==> src/hw/rtl/wppe_pkg.sv <==
// Shared types and constants of the WS2812 pixel pulse encoder.
// Used by wppe_scaler and the top level ws2812_pixel_pulse_encoder.
`default_nettype none

package wppe_pkg;

  localparam int CHAN_W      = 8;
  localparam int PIX_BITS    = 24;
  localparam int BIT_CNT_W   = 5;
  localparam int PCT_W       = 8;
  localparam int DUTY_W      = 16;

  // Shared multiplier operand width. floor(p / 100) for p < 2**16 equals
  // (p * 83887) >> 23, because the error term stays below 1/100.
  localparam int MUL_W       = 17;
  localparam int RECIP_SHIFT = 23;
  localparam logic [MUL_W-1:0] RECIP_100 = 17'd83887;
  localparam logic [CHAN_W-1:0] CHAN_MAX = 8'hFF;

  // Input item kinds carried on tuser.
  localparam logic FUNC_WRITE = 1'b0;
  localparam logic FUNC_READ  = 1'b1;

  // Configuration register indexes.
  localparam logic CFG_HIGH_DUTY = 1'b0;
  localparam logic CFG_LOW_DUTY  = 1'b1;

  typedef struct packed {
    logic                start;
    logic [PIX_BITS-1:0] color;
    logic [PCT_W-1:0]    pct;
  } scl_req_t;

  typedef struct packed {
    logic busy;
    logic done;
  } scl_stat_t;

endpackage

`default_nettype wire

==> src/hw/rtl/wppe_scaler.sv <==
// Brightness scaler: one shared 17x17 multiplier scales R, G and B in turn.
// Depends on wppe_pkg; the result is packed in G,R,B order.
`default_nettype none

module wppe_scaler (
  input  wire                                clk,
  input  wire                                rst,
  input  wire  wppe_pkg::scl_req_t           req,
  output wppe_pkg::scl_stat_t                stat,
  output logic [wppe_pkg::PIX_BITS-1:0]      pixel
);
  import wppe_pkg::*;

  localparam logic [1:0] PH_MUL   = 2'd0;
  localparam logic [1:0] PH_RECIP = 2'd1;
  localparam logic [1:0] PH_SAT   = 2'd2;

  localparam logic [1:0] CH_RED   = 2'd0;
  localparam logic [1:0] CH_GREEN = 2'd1;
  localparam logic [1:0] CH_BLUE  = 2'd2;

  localparam int QUOT_W = 2 * MUL_W - RECIP_SHIFT;

  logic                 busy;
  logic                 done;
  logic [1:0]           phase;
  logic [1:0]           chan;
  logic [PIX_BITS-1:0]  color;
  logic [PCT_W-1:0]     pct;
  logic [2*MUL_W-1:0]   prod;

  logic [CHAN_W-1:0]    ch_sel;
  logic [MUL_W-1:0]     mul_a;
  logic [MUL_W-1:0]     mul_b;
  logic [2*MUL_W-1:0]   mul_out;
  logic [QUOT_W-1:0]    quot;
  logic [CHAN_W-1:0]    sat;

  always_comb begin
    case (chan)
      CH_RED:   ch_sel = color[23:16];
      CH_GREEN: ch_sel = color[15:8];
      default:  ch_sel = color[7:0];
    endcase
  end

  // First pass forms channel * percent, second pass divides by 100.
  assign mul_a   = (phase == PH_MUL) ? {{(MUL_W-CHAN_W){1'b0}}, ch_sel} : prod[MUL_W-1:0];
  assign mul_b   = (phase == PH_MUL) ? {{(MUL_W-PCT_W){1'b0}}, pct} : RECIP_100;
  assign mul_out = mul_a * mul_b;
  assign quot    = prod[2*MUL_W-1:RECIP_SHIFT];
  assign sat     = (quot > QUOT_W'(CHAN_MAX)) ? CHAN_MAX : quot[CHAN_W-1:0];

  always_ff @(posedge clk) begin
    if (rst) begin
      busy  <= 1'b0;
      done  <= 1'b0;
      phase <= PH_MUL;
      chan  <= CH_RED;
    end else begin
      done <= 1'b0;
      if (req.start) begin
        busy  <= 1'b1;
        phase <= PH_MUL;
        chan  <= CH_RED;
      end else if (busy) begin
        case (phase)
          PH_MUL:   phase <= PH_RECIP;
          PH_RECIP: phase <= PH_SAT;
          default: begin
            phase <= PH_MUL;
            chan  <= chan + 2'd1;
            if (chan == CH_BLUE) begin
              busy <= 1'b0;
              done <= 1'b1;
            end
          end
        endcase
      end
    end
  end

  always_ff @(posedge clk) begin
    if (req.start) begin
      color <= req.color;
      pct   <= req.pct;
    end
    if (busy && (phase != PH_SAT)) begin
      prod <= mul_out;
    end
    if (busy && (phase == PH_SAT)) begin
      case (chan)
        CH_RED:   pixel[15:8]  <= sat;
        CH_GREEN: pixel[23:16] <= sat;
        default:  pixel[7:0]   <= sat;
      endcase
    end
  end

  assign stat.busy = busy;
  assign stat.done = done;

endmodule

`default_nettype wire

==> src/hw/rtl/ws2812_pixel_pulse_encoder.sv <==
// Top level of the WS2812 pixel pulse encoder: pixel store, read sequencer
// and output register. Depends on wppe_pkg and wppe_scaler.
//
//   Channel   Direction  Beat contents
//   s_axis    in         tuser: func; tdata: slot, color, brightness
//   m_axis    out        tdata: duty; tlast: last_bit
//   cfg       in         cfg_index 0 high_duty, 1 low_duty
//
// A write item passes through the accept cycle, the scaler (multiply, divide
// and saturate for each channel) and a store of the pixel.
// A read item passes through the accept cycle, one store read, one load,
// then one pulse beat per cycle; a beat that waits while m_axis_tready is
// low stalls the sequence.
// rst is synchronous and clears the written flags; the store itself needs
// no clearing pass. s_axis_tready is high only while the sequencer is idle.
`default_nettype none

module ws2812_pixel_pulse_encoder #(
  parameter int LED_COUNT = 15
) (
  input  wire                                 clk,
  input  wire                                 rst,
  input  wire                                 s_axis_tvalid,
  output logic                                s_axis_tready,
  input  wire  [39:0]                         s_axis_tdata,  // slot, color, brightness
  input  wire                                 s_axis_tuser,  // func
  output logic                                m_axis_tvalid,
  input  wire                                 m_axis_tready,
  output logic [wppe_pkg::DUTY_W-1:0]         m_axis_tdata,  // duty
  output logic                                m_axis_tlast,
  input  wire                                 cfg_we,
  input  wire                                 cfg_index,
  input  wire  [wppe_pkg::DUTY_W-1:0]         cfg_data
);
  import wppe_pkg::*;

  // The index field is four bits wide, so at most 16 slots are reachable.
  localparam int DEPTH = (LED_COUNT < 16) ? LED_COUNT : 16;
  localparam int AW    = (DEPTH > 1) ? $clog2(DEPTH) : 1;
  localparam int CMP_W = 11;

  localparam logic [2:0] ST_IDLE  = 3'd0;
  localparam logic [2:0] ST_SCALE = 3'd1;
  localparam logic [2:0] ST_FETCH = 3'd2;
  localparam logic [2:0] ST_LOAD  = 3'd3;
  localparam logic [2:0] ST_EMIT  = 3'd4;

  logic [2:0]            state;
  logic [3:0]            idx;
  logic                  in_range;
  logic                  live;
  logic [PIX_BITS-1:0]   shift;
  logic [BIT_CNT_W-1:0]  bit_cnt;
  logic [DUTY_W-1:0]     high_duty;
  logic [DUTY_W-1:0]     low_duty;
  logic [DEPTH-1:0]      written;
  logic [PIX_BITS-1:0]   mem [DEPTH];
  logic [PIX_BITS-1:0]   mem_q;

  logic [3:0]            in_idx;
  logic                  in_ok;
  logic                  accept;
  logic                  emit_go;
  logic                  store_go;
  logic [AW-1:0]         addr;
  scl_req_t              scl_req;
  scl_stat_t             scl_stat;
  logic [PIX_BITS-1:0]   scl_pixel;

  assign in_idx   = s_axis_tdata[3:0];
  assign in_ok    = ({{(CMP_W-4){1'b0}}, in_idx} < CMP_W'(LED_COUNT));
  assign s_axis_tready = (state == ST_IDLE);
  assign accept   = s_axis_tvalid && s_axis_tready;
  assign emit_go  = (state == ST_EMIT) && (!m_axis_tvalid || m_axis_tready);
  assign store_go = (state == ST_SCALE) && scl_stat.done;
  assign addr     = idx[AW-1:0];

  assign scl_req.start = accept && (s_axis_tuser == FUNC_WRITE) && in_ok;
  assign scl_req.color = s_axis_tdata[27:4];
  assign scl_req.pct   = s_axis_tdata[35:28];

  wppe_scaler u_scaler (
    .clk   (clk),
    .rst   (rst),
    .req   (scl_req),
    .stat  (scl_stat),
    .pixel (scl_pixel)
  );

  always_ff @(posedge clk) begin
    if (rst) begin
      state         <= ST_IDLE;
      written       <= '0;
      high_duty     <= 16'd229;
      low_duty      <= 16'd113;
      m_axis_tvalid <= 1'b0;
      bit_cnt       <= '0;
    end else begin
      if (cfg_we) begin
        case (cfg_index)
          CFG_HIGH_DUTY: high_duty <= cfg_data;
          default:       low_duty  <= cfg_data;
        endcase
      end
      if (emit_go) begin
        m_axis_tvalid <= 1'b1;
      end else if (m_axis_tready) begin
        m_axis_tvalid <= 1'b0;
      end
      case (state)
        ST_IDLE: begin
          if (accept) begin
            if (s_axis_tuser == FUNC_READ) begin
              state <= ST_FETCH;
            end else if (in_ok) begin
              state <= ST_SCALE;
            end
          end
        end
        ST_SCALE: begin
          if (scl_stat.done) begin
            written[addr] <= 1'b1;
            state         <= ST_IDLE;
          end
        end
        ST_FETCH: state <= ST_LOAD;
        ST_LOAD: begin
          bit_cnt <= '0;
          state   <= ST_EMIT;
        end
        ST_EMIT: begin
          if (emit_go) begin
            bit_cnt <= bit_cnt + 1'b1;
            if (bit_cnt == BIT_CNT_W'(PIX_BITS - 1)) begin
              state <= ST_IDLE;
            end
          end
        end
        default: state <= ST_IDLE;
      endcase
    end
  end

  // Pixel store and the beat payload path.
  always_ff @(posedge clk) begin
    if (accept) begin
      idx      <= in_idx;
      in_range <= in_ok;
    end
    if (store_go) begin
      mem[addr] <= scl_pixel;
    end
    mem_q <= mem[addr];
    if (state == ST_LOAD) begin
      shift <= mem_q;
      live  <= in_range && written[addr];
    end
    if (emit_go) begin
      shift        <= {shift[PIX_BITS-2:0], 1'b0};
      m_axis_tdata <= !live ? '0 : (shift[PIX_BITS-1] ? high_duty : low_duty);
      m_axis_tlast <= (bit_cnt == BIT_CNT_W'(PIX_BITS - 1));
    end
  end

  // The scaler only runs while the sequencer waits for it.
  a_scale_owned: assert property (@(posedge clk) disable iff (rst)
    scl_stat.busy |-> (state == ST_SCALE))
    else $error("scaler busy outside the scale state");

  // A done pulse must land while the store write is pending.
  a_done_in_scale: assert property (@(posedge clk) disable iff (rst)
    scl_stat.done |-> (state == ST_SCALE))
    else $error("scaler done outside the scale state");

  // The pulse counter never runs past the last bit of a pixel.
  a_cnt_bound: assert property (@(posedge clk) disable iff (rst)
    (state == ST_EMIT) |-> (bit_cnt <= BIT_CNT_W'(PIX_BITS - 1)))
    else $error("pulse counter out of range");

  // The last pulse of a pixel returns the sequencer to idle.
  a_last_idle: assert property (@(posedge clk) disable iff (rst)
    (emit_go && (bit_cnt == BIT_CNT_W'(PIX_BITS - 1))) |=> (state == ST_IDLE))
    else $error("sequencer did not finish after the last pulse");

endmodule

`default_nettype wire
==> config.mk <==
export PLATFORM = sky130hd
export DESIGN_NAME = ws2812_pixel_pulse_encoder
export DESIGN_NICKNAME = d
export VERILOG_FILES = /design/src/hw/rtl/wppe_pkg.sv /design/src/hw/rtl/wppe_scaler.sv /design/src/hw/rtl/ws2812_pixel_pulse_encoder.sv
export SDC_FILE = /design/constraint.sdc
export NUM_CORES = 1
export LEC_CHECK = 0
export BUFFER_PORTS_ARGS = -buffer_cell sky130_fd_sc_hd__buf_2
export CAP_MARGIN = 15
export CORE_MARGIN = 2
export CORE_UTILIZATION = 60
export DETAILED_ROUTE_END_ITERATION = 7
export HOLD_SLACK_MARGIN = 0.05
export PLACE_DENSITY_LB_ADDON = 0.05
export SLEW_MARGIN = 15
export SYNTH_ARGS = -nofsm -noshare
export SYNTH_HDL_FRONTEND = slang
export SYNTH_SLANG_ARGS = --single-unit
==> constraint.sdc <==
create_clock -name clk -period 8.8 [get_ports clk]
set_input_delay 0.88 -clock clk [delete_from_list [all_inputs] [get_ports clk]]
set_output_delay 0.88 -clock clk [all_outputs]
set_load 0.01 [all_outputs]
Word-level counts from Yosys, hierarchy flattened
Memory sizes are Yosys's and may differ from the RTL's. A register that Yosys moved wholly into a read port is not among the register bits.
Index checks and enable logic that the tools add are counted.
Operators by class
  equality and inequality tests: 15
  multiply operators: 1
  reductions and logical operators: 30
  bitwise operators: 6
  multiplexer cells: 30
  shift operators: 0
  div/mod/pow operators: 0
  order comparisons: 4
  $add $sub $neg: 2
Operators by type and width (number)
  2-to-1 mux 24 bit: 2
  multiplier 17 x 17 -> 34 bit: 1
  2-to-1 mux 17 bit: 2
  2-to-1 mux 3 bit: 6
  2-to-1 mux 16 bit: 1
  case mux 8 bit (2 select lines): 1
  AND reduction 2 bit: 8
  OR 15 bit: 1
  case mux 3 bit (5 select lines): 1
  greater-than comparator 11 x 8 -> 1 bit, second input constant: 1
  2-to-1 mux 1 bit: 11
  case mux 5 bit (2 select lines): 1
  logical AND 1 bit: 9
  2-to-1 mux 8 bit: 1
  equality test 3 x 2 -> 1 bit, second input constant: 2
  != test 2 x 1 -> 1 bit, second input constant: 3
  nonzero test 2 bit: 3
  OR reduction 2 bit: 3
  adder 5 x 1 -> 5 bit, second input constant: 1
  equality test 5 bit, second input constant: 1
  < comparator 4 x 5 -> 1 bit, second input constant: 1
  2-to-1 mux 5 bit: 1
  inverter 1 bit: 5
  AND reduction 5 bit: 1
  17 further kinds: 21
Word-level totals
  bits in latches: 0
  output and inout port bits: 19
  memories: 1
  input bits: 63
  bits in writable memories: 360
  ROM bits: 0
  bits in registers: 199
  word-level logic and storage cells: 112
Memory list
  mem: words 15, bits a word 24, rd ports 1, clocked after Yosys merged registers in 1, wr ports 1, RTL line ws2812_pixel_pulse_encoder.sv:57  | logic [PIX_BITS-1:0] mem [DEPTH];

Longest topological paths before layout
  depth after elaboration: 5
  depth in mapped cells: 28
  depth with buffers taken out: 27

By module
From an unflattened synthesis, not the netlist that was laid out.
Unflattened totals
  cell total of the unflattened synthesis: 2000
  area total of the unflattened synthesis: 28765.1 sq um
Modules (own cells, without submodules)
  ws2812_pixel_pulse_encoder: cells each 1030, instances 1, area each 18232.5 sq um, sequential area each 13813.2 sq um
  wppe_scaler: cells each 970, instances 1, area each 10532.6 sq um, sequential area each 2642.5 sq um

Least setup slack after synthesis
OpenSTA, ideal clock, no wires.
  path type: register -> register
  start: register u_scaler.phase[1]
  end: register u_scaler.prod[32], data pin
  setup slack: 2.301 ns
  required time: 8.538 ns
  path buffers: 5
  stages on the path, launching flop included: 27
  period minus slack after synthesis: 6.499 ns
  arrival: 6.237 ns
  library setup time: 0.262 ns
  cells stage by stage: dfxtp_1 clkbuf_1 or2_2 clkbuf_1 buf_2 buf_1 buf_2 nand2_1 fa_1 fa_1 inv_1 fa_1 inv_1 fa_1 inv_1 fa_1 inv_1 fa_1 inv_1 ha_1 a21oi_1 nand2_1 nor2_1 o21ai_1 a221oi_2 o21ai_1 xor2_1
On the way
  longest elaborated chain between the ends: 3
  elaborated cells on any way between the ends: 4
  classes of those cells: mul (1); mux (2); reduce/logical (1)
RTL lines
  from (decl): RTL line wppe_scaler.sv:26  | logic [1:0] phase;
  from (signal assigned): RTL line wppe_scaler.sv:58  | phase <= PH_MUL;
  from (signal assigned): RTL line wppe_scaler.sv:64  | phase <= PH_MUL;
  from (signal assigned): RTL line wppe_scaler.sv:68  | PH_MUL: phase <= PH_RECIP;
  logical NOT 2 bit *: RTL line wppe_scaler.sv:48, wppe_scaler.sv:49
  2-to-1 mux 17 bit, on equally long branches: RTL line wppe_scaler.sv:48, wppe_scaler.sv:49
  multiplier 17 x 17 -> 34 bit *: RTL line wppe_scaler.sv:50  | assign mul_out = mul_a * mul_b;
  net u_scaler.mul_out[32]: RTL line wppe_scaler.sv:35  | logic [2*MUL_W-1:0] mul_out;
  to (signal assigned): RTL line wppe_scaler.sv:89  | prod <= mul_out;
  to (decl): RTL line wppe_scaler.sv:30  | logic [2*MUL_W-1:0] prod;
The timed path passes the listed nets; every way through them passes the cells marked *.
A chain may end at the register's enable or synchronous reset.

Final worst setup path
  start: register u_scaler.chan[0]
  end: register u_scaler.prod[32], data pin
On the way
  longest elaborated chain between the ends: 4
  elaborated cells on any way between the ends: 5
  classes of those cells: mul (1); eq/ne (1); mux (2); reduce/logical (1)
RTL lines
  from (decl): RTL line wppe_scaler.sv:27  | logic [1:0] chan;
  from (signal assigned): RTL line wppe_scaler.sv:72  | chan <= chan + 2'd1;
  equality test 2 x 1 -> 1 bit / logical NOT 2 bit (equally long branches): RTL line wppe_scaler.sv:40  | case (chan)
  case mux 8 bit (2 select lines) *: RTL line wppe_scaler.sv:40
  2-to-1 mux 17 bit *: RTL line wppe_scaler.sv:48  | assign mul_a = (phase == PH_MUL) ? {{(MUL_W-CHAN_W){1'b0}}, ch_sel} : prod[MUL_W-1:0];
  multiplier 17 x 17 -> 34 bit *: RTL line wppe_scaler.sv:50
  net u_scaler.mul_out[32]: RTL line wppe_scaler.sv:35
Marked as above.

==> results by group <==
Critical path
  – R2R depth: 26
  – WP data arrival: a little under 8 ns
  – Critical path type: register to register
  – Worst path depth: 26
  – Slowest Stage Delay on Critical Path: between 0.5 and 0.6 ns
  – Startpoint Class: register
  – Most common cell on crit path: fa_1
  – Worst-path fanout max: 11
  – Top delay family on crit path: adder cells
  – Slowest cell on crit path: nor2_1
  – Buffer and inverter count on the worst path: 5
  – WP data required: between 9 and 10 ns
  – Crit. End Element: register

Clock tree
  – Skew-Pair Late Insertion Delay: 0.63 ns
  – CTS buffer count: 55
  – CTS max path bufs: 3
  – Clock Pin Slew Worst Setup and Hold Paths: about 0.060 ns
  – Hold buffers post-CTS: 0
  – Root Buffer: clkbuf_16
  – Setup bufs post-CTS: 0
  – Post-CTS Resized: 0
  – H-Tree Depth: 2
  – CTS tree: yes
  – Clk sinks: just under 600

GRT
  – Initial antenna violation count: 0
  – Overflow after GRT: 0
  – Total GRT Usage: between 20% and 30%
  – Global-route wire length before repair: around 91000 um
  – Largest net degree at the start of global routing: 106
  – Number of global-route vias before repair: approximately 16000

Timing
  – F_max: between 100 and 150 MHz
  – Fin. Hold Viols: 0
  – Final min period: ~7.5 ns
  – # setup viols final: 0
  – Rel. slew slack: about a fifth
  – Hold Slack: between 0.4 and 0.5 ns
  – Slew @ Worst Pin: 1.199 ns
  – Setup ws final: 1.271 ns
  – Crit share post-route: 85.55%
  – Clk_skew: just under 0.04 ns
  – Slew Limit Fails: 0
  – Setup TNS: 0 ns
  – RSZ-0062 raised after global routing: false

Finish
  – Post-Route Utilization: approximately two thirds
  – Synth-to-layout area growth: 10.61%
  – ANT cells: 0
  – Ratio of cells with drive above 1 in the final layout: between 10% and 20%
  – Multi-input logic area: ~0.011 sq mm
  – Fillers: roughly 3400
  – Fin nets: 2448
  – Final non-filler cell total: between 2000 and 3000
  – Register area: 0.01646 sq mm

Power and ir drop
  – Flop pwr share: between 30% and 40%
  – Peak VDD IR: roughly 360 uV
  – Sw power: about 2600 uW
  – Lkg Pwr: ~0.013 uW
  – Logic pwr share: 32.5%
  – Pint: between 5000 and 6000 uW
  – Share of total power in the clock network: between 20 and 30%
  – Sw Share: around a third
  – Power density cells: approximately 260 mW/mm^2

Route
  – Initial DRC Count: 1199
  – Detailed-route wire length: about 58000 um
  – Per-cell routed wire length: between 20 and 25 um
  – Via density: ~5.7
  – # DRC: 0
  – Detailed Routing Iterations Pass 1: 5
  – Final antenna-violating net count: 0
  – Via count: 15600

Synthesis
  – Syn_area_per_cell: between 10 and 15 sq um
  – Synth top area cells: edfxtp_1 (51%), fa_1 (11%), mux4_2 (7.8%)
  – Synthesized area: about 0.029 sq mm
  – Most common cell in the synthesized netlist: edfxtp_1
  – Share of the synthesized area in the top cell type: roughly 51%
  – Dominant cell type by area after synthesis: edfxtp_1
  – Ys Warns: 0
  – Synth Flop Type: edfxtp_1
  – Register bit total from synthesis: ~580
  – Asr flop ratio synth: 0%
  – Post-synthesis cell type count: 53
  – EDFF count, synth: 490
  – Post-synthesis cell count: 1977
  – Synth top cells by count: edfxtp_1 (490), inv_1 (260), nand2_1 (168)
  – Register area share after synthesis: a little under three fifths

Floorplan
  – Num ports: 82
  – Core area: roughly 0.048 sq mm
  – Die Ht: roughly 220 um
  – Starting density of the core: 60.47%
  – Die width: ~220 um
  – Cell Rows: 80
  – DIE AREA: around 0.05 sq mm

Placement
  – GP Congestion: around 0.83
  – Post-place setup slack: around 1.3 ns
  – Port bufs: 77
  – Placed cell count: about 2600
  – Hpwl dp: 36090 um

Worst hold path
  – Hold Crit Class: register to register
  – Hold Path Cell Cnt: 2

Job
  – Max-cap violations: 0

Run status
  – Status: complete, no violations
## worst min-delay path: cells and delay by family (launching register included)
family	cells	cell delay, ns
AO/OA/AOI/OAI	1	0.05
flip-flops	1	0.30
AND/OR/NAND/NOR	1	0.05
## per-stage QoR
| step | power [uW] | cell area (sq um) |
|---|---|---|
| floorplan | 5287 | 28810 |
| global placement | 5860 | 29950 |
| detailed placement | 5918 | 29950 |
| CTS | 8315 | 31800 |
| global route | 8796 | 31800 |
| finish | 8244 | 31800 |
## path summary, 6_finish.rpt
path | start | to | slack [ns]
hold / removal | mem_q[0] | shift[0] | 0.44
setup reg to reg | u_scaler.chan[0] | u_scaler.prod[32] | 1.27
hold reg to reg | mem_q[0] | shift[0] | 0.44
setup / recovery | u_scaler.chan[0] | u_scaler.prod[32] | 1.27
## cell families (layout without fill, tap and decap cells)
kind of cell             Yosys count  in the layout  synth area share, %
flip-flops                       577            577                57.24
AND/OR/NAND/NOR                  387            387                6.006
buffers and inverters            335            462                4.513
adder cells (fa/ha/maj)          311            311                17.66
AO/OA/AOI/OAI                    197            197                4.469
multiplexers                     142            142                9.296
XOR/XNOR                          26             26               0.7921
other                              2             18              0.02612
## sequential cells by signal (all words and copies together), names as in the netlist, 2 cells and up
name / count
m_axis_tdata: 16
written: 15
low_duty: 16
mem: 360
u_scaler.chan: 2
u_scaler.pixel: 24
u_scaler.phase: 2
high_duty: 16
mem_q: 24
u_scaler.color: 24
addr: 4
bit_cnt: 5
shift: 24
state: 3
u_scaler.prod: 28
u_scaler.pct: 8
## per-layer routing
metal  vias up  wire, um  track usage [%]  part of all wire [%]
li1       7171         -                -                     -
met1      7999     23960            31.95                    41
met2       352     30240            42.35                    52
met3        78      2642            3.569                   4.5
met4         0      1234            6.278                   2.1
met5         -         0                0                     0
## power by group through the flow
stage	sequential, uW	combinational [uW]	clock [uW]
floorplan	3210	2080	0
global placement	3240	2620	0
detailed placement	3240	2680	0
CTS	3180	2700	2430
global route	3190	3080	2520
finish	3180	2680	2390
## final cells by class
cell class	count	area share, %
clock buffer	77	4.808
clock inverter	26	1.015
inverter	261	3.081
multi-input combinational	1081	35.18
sequential	577	51.75
tap	615	2.420
timing repair buffer	98	1.747
## cells in the final DEF (no fill, tap or decap), types with 5 or more instances in the layout
cell        synthesis  final
a21o_1             18     18
a21oi_1            70     69
a22o_1             29     29
and2_1             12     12
and3_1              6      5
buf_2              11     77
buf_4               3     20
bufinv_16           0      5
clkbuf_1           52     15
clkbuf_16           0     55
clkbuf_8            0      7
clkinv_1            1      6
clkinv_2            0      6
clkinvlp_4          0      5
conb_1              2     18
dfxtp_1            87     87
edfxtp_1          490    490
fa_1              158    158
ha_1              153    153
inv_1             260    259
mux2i_1            42     42
mux4_2            100    100
nand2_1           168    168
nand2b_1           16     16
nand3b_1           13     13
nand4_1            11     11
nor2_1            115    104
nor2_4              0     11
nor2b_1            22     22
o21ai_0            34     34
o21ai_1             5      5
o21ba_2             6      6
o22ai_1            14     14
xnor2_1            17     17
xor2_1              9      9
Power figures use the tool's default switching activity.
